File: src/rtl/core/sob_pkg.sv
package sob_pkg;

	// rounding bias of the byte product
	localparam logic [16:0] ROUND_BIAS = 17'h00080;
	localparam logic [7:0] FULL_ALPHA = 8'hff;

	localparam int DIV_STAGES = 4;
	localparam int BITS_PER_STAGE = 2;
	localparam int FRONT_STAGES = 3;
	localparam int PIPE_DEPTH = FRONT_STAGES + DIV_STAGES;

	// red channel in the lowest bits, alpha in the highest
	typedef struct packed {
		logic [7:0] alpha;
		logic [7:0] blue;
		logic [7:0] green;
		logic [7:0] red;
	} rgba_t;

	typedef struct packed {
		rgba_t src;
		rgba_t dst;
		logic [7:0] na;
	} mix_t;

	typedef struct packed {
		logic [2:0][15:0] rem;
		logic [2:0][7:0] quo;
		logic [7:0] div;
		logic pass;
		rgba_t dst;
	} div_t;

endpackage

File: src/rtl/core/sob_alpha.sv
module sob_alpha (
	input  logic clk,
	input  logic en_s1,
	input  logic en_s2,
	input  sob_pkg::rgba_t src,
	input  sob_pkg::rgba_t dst,
	output sob_pkg::mix_t mix_s2
);

	sob_pkg::rgba_t src_s1;
	sob_pkg::rgba_t dst_s1;
	logic [15:0] prod_s1;

	logic [16:0] bias_sum;
	logic [16:0] fold_sum;
	logic [8:0] na_sum;
	logic [7:0] na_next;

	always_ff @(posedge clk) begin
		if (en_s1) begin
			src_s1 <= src;
			dst_s1 <= dst;
			prod_s1 <= (sob_pkg::FULL_ALPHA - dst.alpha) * src.alpha;
		end
	end

	// rounded byte product, then merged alpha clamped to a byte
	always_comb begin
		bias_sum = {1'b0, prod_s1} + sob_pkg::ROUND_BIAS;
		fold_sum = bias_sum + (bias_sum >> 8);
		na_sum = {1'b0, dst_s1.alpha} + {1'b0, fold_sum[15:8]};
		na_next = na_sum[8] ? sob_pkg::FULL_ALPHA : na_sum[7:0];
	end

	always_ff @(posedge clk) begin
		if (en_s2) begin
			mix_s2.src <= src_s1;
			mix_s2.dst <= dst_s1;
			mix_s2.na <= na_next;
		end
	end

endmodule

File: src/rtl/core/sob_weigh.sv
module sob_weigh (
	input  logic clk,
	input  logic en_s3,
	input  sob_pkg::mix_t mix,
	output sob_pkg::div_t div_s3
);

	logic [7:0] dw;
	logic [2:0][7:0] s_ch;
	logic [2:0][7:0] d_ch;
	logic [2:0][16:0] acc;

	always_comb begin
		dw = (mix.na >= mix.src.alpha) ? (mix.na - mix.src.alpha) : 8'd0;
		s_ch[0] = mix.src.red;
		s_ch[1] = mix.src.green;
		s_ch[2] = mix.src.blue;
		d_ch[0] = mix.dst.red;
		d_ch[1] = mix.dst.green;
		d_ch[2] = mix.dst.blue;
		for (int c = 0; c < 3; c++) begin
			acc[c] = 17'(s_ch[c] * mix.src.alpha) + 17'(d_ch[c] * dw);
		end
	end

	always_ff @(posedge clk) begin
		if (en_s3) begin
			for (int c = 0; c < 3; c++) begin
				// weighted sum stays below 256 times the merged alpha
				div_s3.rem[c] <= acc[c][15:0];
				div_s3.quo[c] <= 8'd0;
			end
			div_s3.div <= (mix.na != 8'd0) ? mix.na : 8'd1;
			div_s3.pass <= (mix.src.alpha == 8'd0);
			div_s3.dst <= mix.dst;
		end
	end

endmodule

File: src/rtl/core/sob_div_step.sv
module sob_div_step #(
	parameter int BIT_HI = 7
) (
	input  logic clk,
	input  logic en,
	input  sob_pkg::div_t din,
	output sob_pkg::div_t dout_s
);

	sob_pkg::div_t nxt;
	logic [15:0] cand;

	// restoring division, two quotient bits per stage
	always_comb begin
		nxt = din;
		cand = 16'd0;
		for (int c = 0; c < 3; c++) begin
			for (int b = 0; b < sob_pkg::BITS_PER_STAGE; b++) begin
				cand = 16'({8'd0, din.div} << (BIT_HI - b));
				if (nxt.rem[c] >= cand) begin
					nxt.rem[c] = nxt.rem[c] - cand;
					nxt.quo[c][BIT_HI - b] = 1'b1;
				end
			end
		end
	end

	always_ff @(posedge clk) begin
		if (en) begin
			dout_s <= nxt;
		end
	end

endmodule

File: src/rtl/core/straight_alpha_over_blend_core.sv
// channel | dir | tdata fields, lowest bit up
// s_*     | in  | src_red, src_green, src_blue, src_a, dst_red, dst_green, dst_blue, dst_alpha
// m_*     | out | out_red, out_green, out_blue, out_alpha
//
// one pixel per cycle while the output is not stalled
// stages: byte product, merged alpha, weighted sums, four divider stages of two bits each
// arst_n clears the valid bits only
// each stage holds while the next one is full and stalled, so bubbles are squeezed out
module straight_alpha_over_blend_core (
	input  logic clk,
	input  logic arst_n,
	input  logic s_tvalid,
	output logic s_tready,
	input  logic [63:0] s_tdata, // src_red, src_green, src_blue, src_a, dst_red, ...
	output logic m_tvalid,
	input  logic m_tready,
	output logic [31:0] m_tdata  // out_red, out_green, out_blue, out_alpha
);

	localparam int DEPTH = sob_pkg::PIPE_DEPTH;

	logic [DEPTH-1:0] vld_q;
	logic [DEPTH-1:0] en;

	sob_pkg::mix_t mix_s2;
	sob_pkg::div_t div_s [sob_pkg::DIV_STAGES+1];
	sob_pkg::div_t last;

	always_comb begin
		en[DEPTH-1] = !vld_q[DEPTH-1] || m_tready;
		for (int k = DEPTH - 2; k >= 0; k--) begin
			en[k] = !vld_q[k] || en[k+1];
		end
	end

	always_ff @(posedge clk or negedge arst_n) begin
		if (!arst_n) begin
			vld_q <= '0;
		end else begin
			if (en[0]) begin
				vld_q[0] <= s_tvalid;
			end
			for (int k = 1; k < DEPTH; k++) begin
				if (en[k]) begin
					vld_q[k] <= vld_q[k-1];
				end
			end
		end
	end

	assign s_tready = en[0];

	sob_alpha u_alpha (
		.clk    (clk),
		.en_s1  (en[0]),
		.en_s2  (en[1]),
		.src    (sob_pkg::rgba_t'(s_tdata[31:0])),
		.dst    (sob_pkg::rgba_t'(s_tdata[63:32])),
		.mix_s2 (mix_s2)
	);

	sob_weigh u_weigh (
		.clk    (clk),
		.en_s3  (en[2]),
		.mix    (mix_s2),
		.div_s3 (div_s[0])
	);

	for (genvar g = 0; g < sob_pkg::DIV_STAGES; g++) begin : g_div
		sob_div_step #(
			.BIT_HI (7 - g * sob_pkg::BITS_PER_STAGE)
		) u_step (
			.clk    (clk),
			.en     (en[sob_pkg::FRONT_STAGES + g]),
			.din    (div_s[g]),
			.dout_s (div_s[g+1])
		);
	end

	assign last = div_s[sob_pkg::DIV_STAGES];

	// transparent source passes the destination through
	assign m_tvalid = vld_q[DEPTH-1];
	assign m_tdata = last.pass ? last.dst : {last.div, last.quo[2], last.quo[1], last.quo[0]};

endmodule

File: config.mk
export PLATFORM = sky130hd
export DESIGN_NAME = straight_alpha_over_blend_core
export DESIGN_NICKNAME = d
export VERILOG_FILES = /design/src/rtl/core/sob_pkg.sv /design/src/rtl/core/sob_alpha.sv /design/src/rtl/core/sob_weigh.sv /design/src/rtl/core/sob_div_step.sv /design/src/rtl/core/straight_alpha_over_blend_core.sv
export SDC_FILE = /design/constraint.sdc
export NUM_CORES = 2
export LEC_CHECK = 0
export BUFFER_PORTS_ARGS = -buffer_cell sky130_fd_sc_hd__buf_2
export CORE_UTILIZATION = 40
export CTS_BUF_LIST = sky130_fd_sc_hd__clkbuf_4 sky130_fd_sc_hd__clkbuf_8
export CTS_CLUSTER_DIAMETER = 200
export CTS_CLUSTER_SIZE = 40
export DETAILED_ROUTE_END_ITERATION = 10
export HOLD_SLACK_MARGIN = 0.08
export PLACE_DENSITY_LB_ADDON = 0.25
export REMOVE_ABC_BUFFERS = 1
export SLEW_MARGIN = 25
export SYNTH_ARGS = -nofsm -noshare
export SYNTH_HDL_FRONTEND = slang
export SYNTH_HIERARCHICAL = 1
export SYNTH_SLANG_ARGS = --single-unit
export TNS_END_PERCENT = 1
File: constraint.sdc
create_clock -name clk -period 17.7 [get_ports clk]
set_input_delay 3.54 -clock clk [delete_from_list [all_inputs] [get_ports clk]]
set_output_delay 3.54 -clock clk [all_outputs]
set_load 0.005 [all_outputs]
==> results.tsv <==
metric	value	unit
outcome	finished, violations left	
violations	design-rule violations	
worstMarginPinSlew	963	ps
htree_levels	1	
hold_slack	412	ps
final_nets	5415	
ant_nets	0	
final_cell_mix	edfxtp_1 (645), inv_1 (621), ha_1 (443)	
r2r_start	u_alpha/mix_s2[69]	
wl_per_cell	17.3	µm
clockRootBuffer	clkbuf_8	
port_buffers	101	
dp_hpwl	83900	µm
grt_max_degree	73	
die_w	356	µm
cts-resized-gates	0	
hold_end	u_alpha/mix_s2[31]	
rr_endpoint	u_weigh/div_s3[112]	
synth_area	50100	µm²
hold_viol	0	
grt_pass1_wl	173000	µm
die-area	127000	µm²
tns	0	ps
worst_skew_pair.late_latency	740	ps
layout_commonest_cell	edfxtp_1	
syn_to_final_growth	5.45	%
clock_skew	64.7	ps
rsz0062_at_grt	false	
r2r_slack	9740	ps
vias	31900	
period_share	48.5	%
first_pass_iters	8	
cp-start-kind	primary input	
timing.final.ws_setup	9110	ps
endpoint_kind	output pin	
antenna_found_initial	3	
path_max_fanout	32	
fin_crit	8590	ps
max_slew_margin	35.7	%
grt_pass1_vias	32200	
die_h	356	µm
initial_core_util	40.4	%
rows	129	
path_clk_slew	230	ps
cts_tree	yes	
min_path_cells	0	
finalSetupViolCount	0	
clockBufferDepth	3	
maxCapViolCount	0	
coreArea	124000	µm²
max_freq	116	MHz
io_pins	102	
drt_iter0_drc	1861	
drc	6	
ys_warn_count	6	
wl	107000	µm
cts_hold_buf	0	
globalRouteOverflowTotal	0	
postSynthAreaPerCell	11.2	µm²
worstPathArrival	5050	ps
final-max-slew-violation-count	0	
postCtsSetupBuffers	0	
cts_buffers	20	
critPathKind	primary input to output pin	
fill_cells	11900	
drt-vias-per-instance	5.15	
cts_sinks	652	
synthCells	4491	
grt.total_usage	17.0	%
gp_congestion	0.815	
dp_slack	9100	ps
worstHoldPathType	flop to flop	
hp-start	u_alpha/dst_s1[23]	
reg2reg_depth	26	
drive_gt1_share	8.62	%
required	14160	ps
-- registers in the layout (all words and copies together), names as in the netlist --
register and flops:
vld_q 7, u_alpha/mix_s2 72, u_alpha/dst_s1 32, u_alpha/src_s1 32, g_div.u_step/dout_s 404, u_weigh/div_s3 89, u_alpha/prod_s1 16
-- worst max-delay path, stage by stage --
cell and delay [ps]:
buf_2 110, and4b_1 610, nand4_1 180, buf_4 290, buf_2 220
-- metrics by stage --
| step | instance area (µm²) | utilization (%) | cells |
|---|---|---|---|
| floorplan | 49500 | - | 4396 |
| global route | 52800 | 42.6 | 6199 |
| detailed placement | 52400 | 42.3 | 6166 |
| global placement | 52400 | 42.2 | 6166 |
| finish | 52800 | 42.6 | 6200 |
| CTS | 52800 | 42.6 | 6196 |
-- worst max path at each step --
stage,startpoint,endpoint,slack [ps]
2_1_floorplan,m_tready,s_tready,7930
3_3_place_gp,m_tready,s_tready,9120
3_5_place_dp,m_tready,s_tready,9100
4_1_cts,m_tready,s_tready,9090
5_1_grt,m_tready,s_tready,9010
6_report,m_tready,s_tready,9110
-- layout make-up --
| class | count | area (µm²) | share of cell area [%] |
|---|---|---|---|
| multi-input cells | 3120 | 27700 | 52.4 |
| flip-flops and latches | 652 | 19500 | 37.0 |
| inverters | 624 | 2340 | 4.44 |
| well taps | 1637 | 2050 | 3.88 |
| repair buffers | 135 | 801 | 1.52 |
| clock buffers | 28 | 335 | 0.635 |
| clock inverters | 2 | 38.8 | 0.0734 |
| diodes | 2 | 5.00 | 0.00948 |
-- layer usage --
metal | track usage (%) | wire [µm] | vias to the layer above
li1 | - | - | 15700
met4 | 3.36 | 1980 | 4
met3 | 1.06 | 2770 | 87
met2 | 30.6 | 53700 | 461
met5 | 0 | 27 | -
met1 | 22.6 | 48900 | 15600
Power is left out: the tool's default activity adds up to more than one toggle a clock period on the data nets, which glitch-free logic cannot reach.
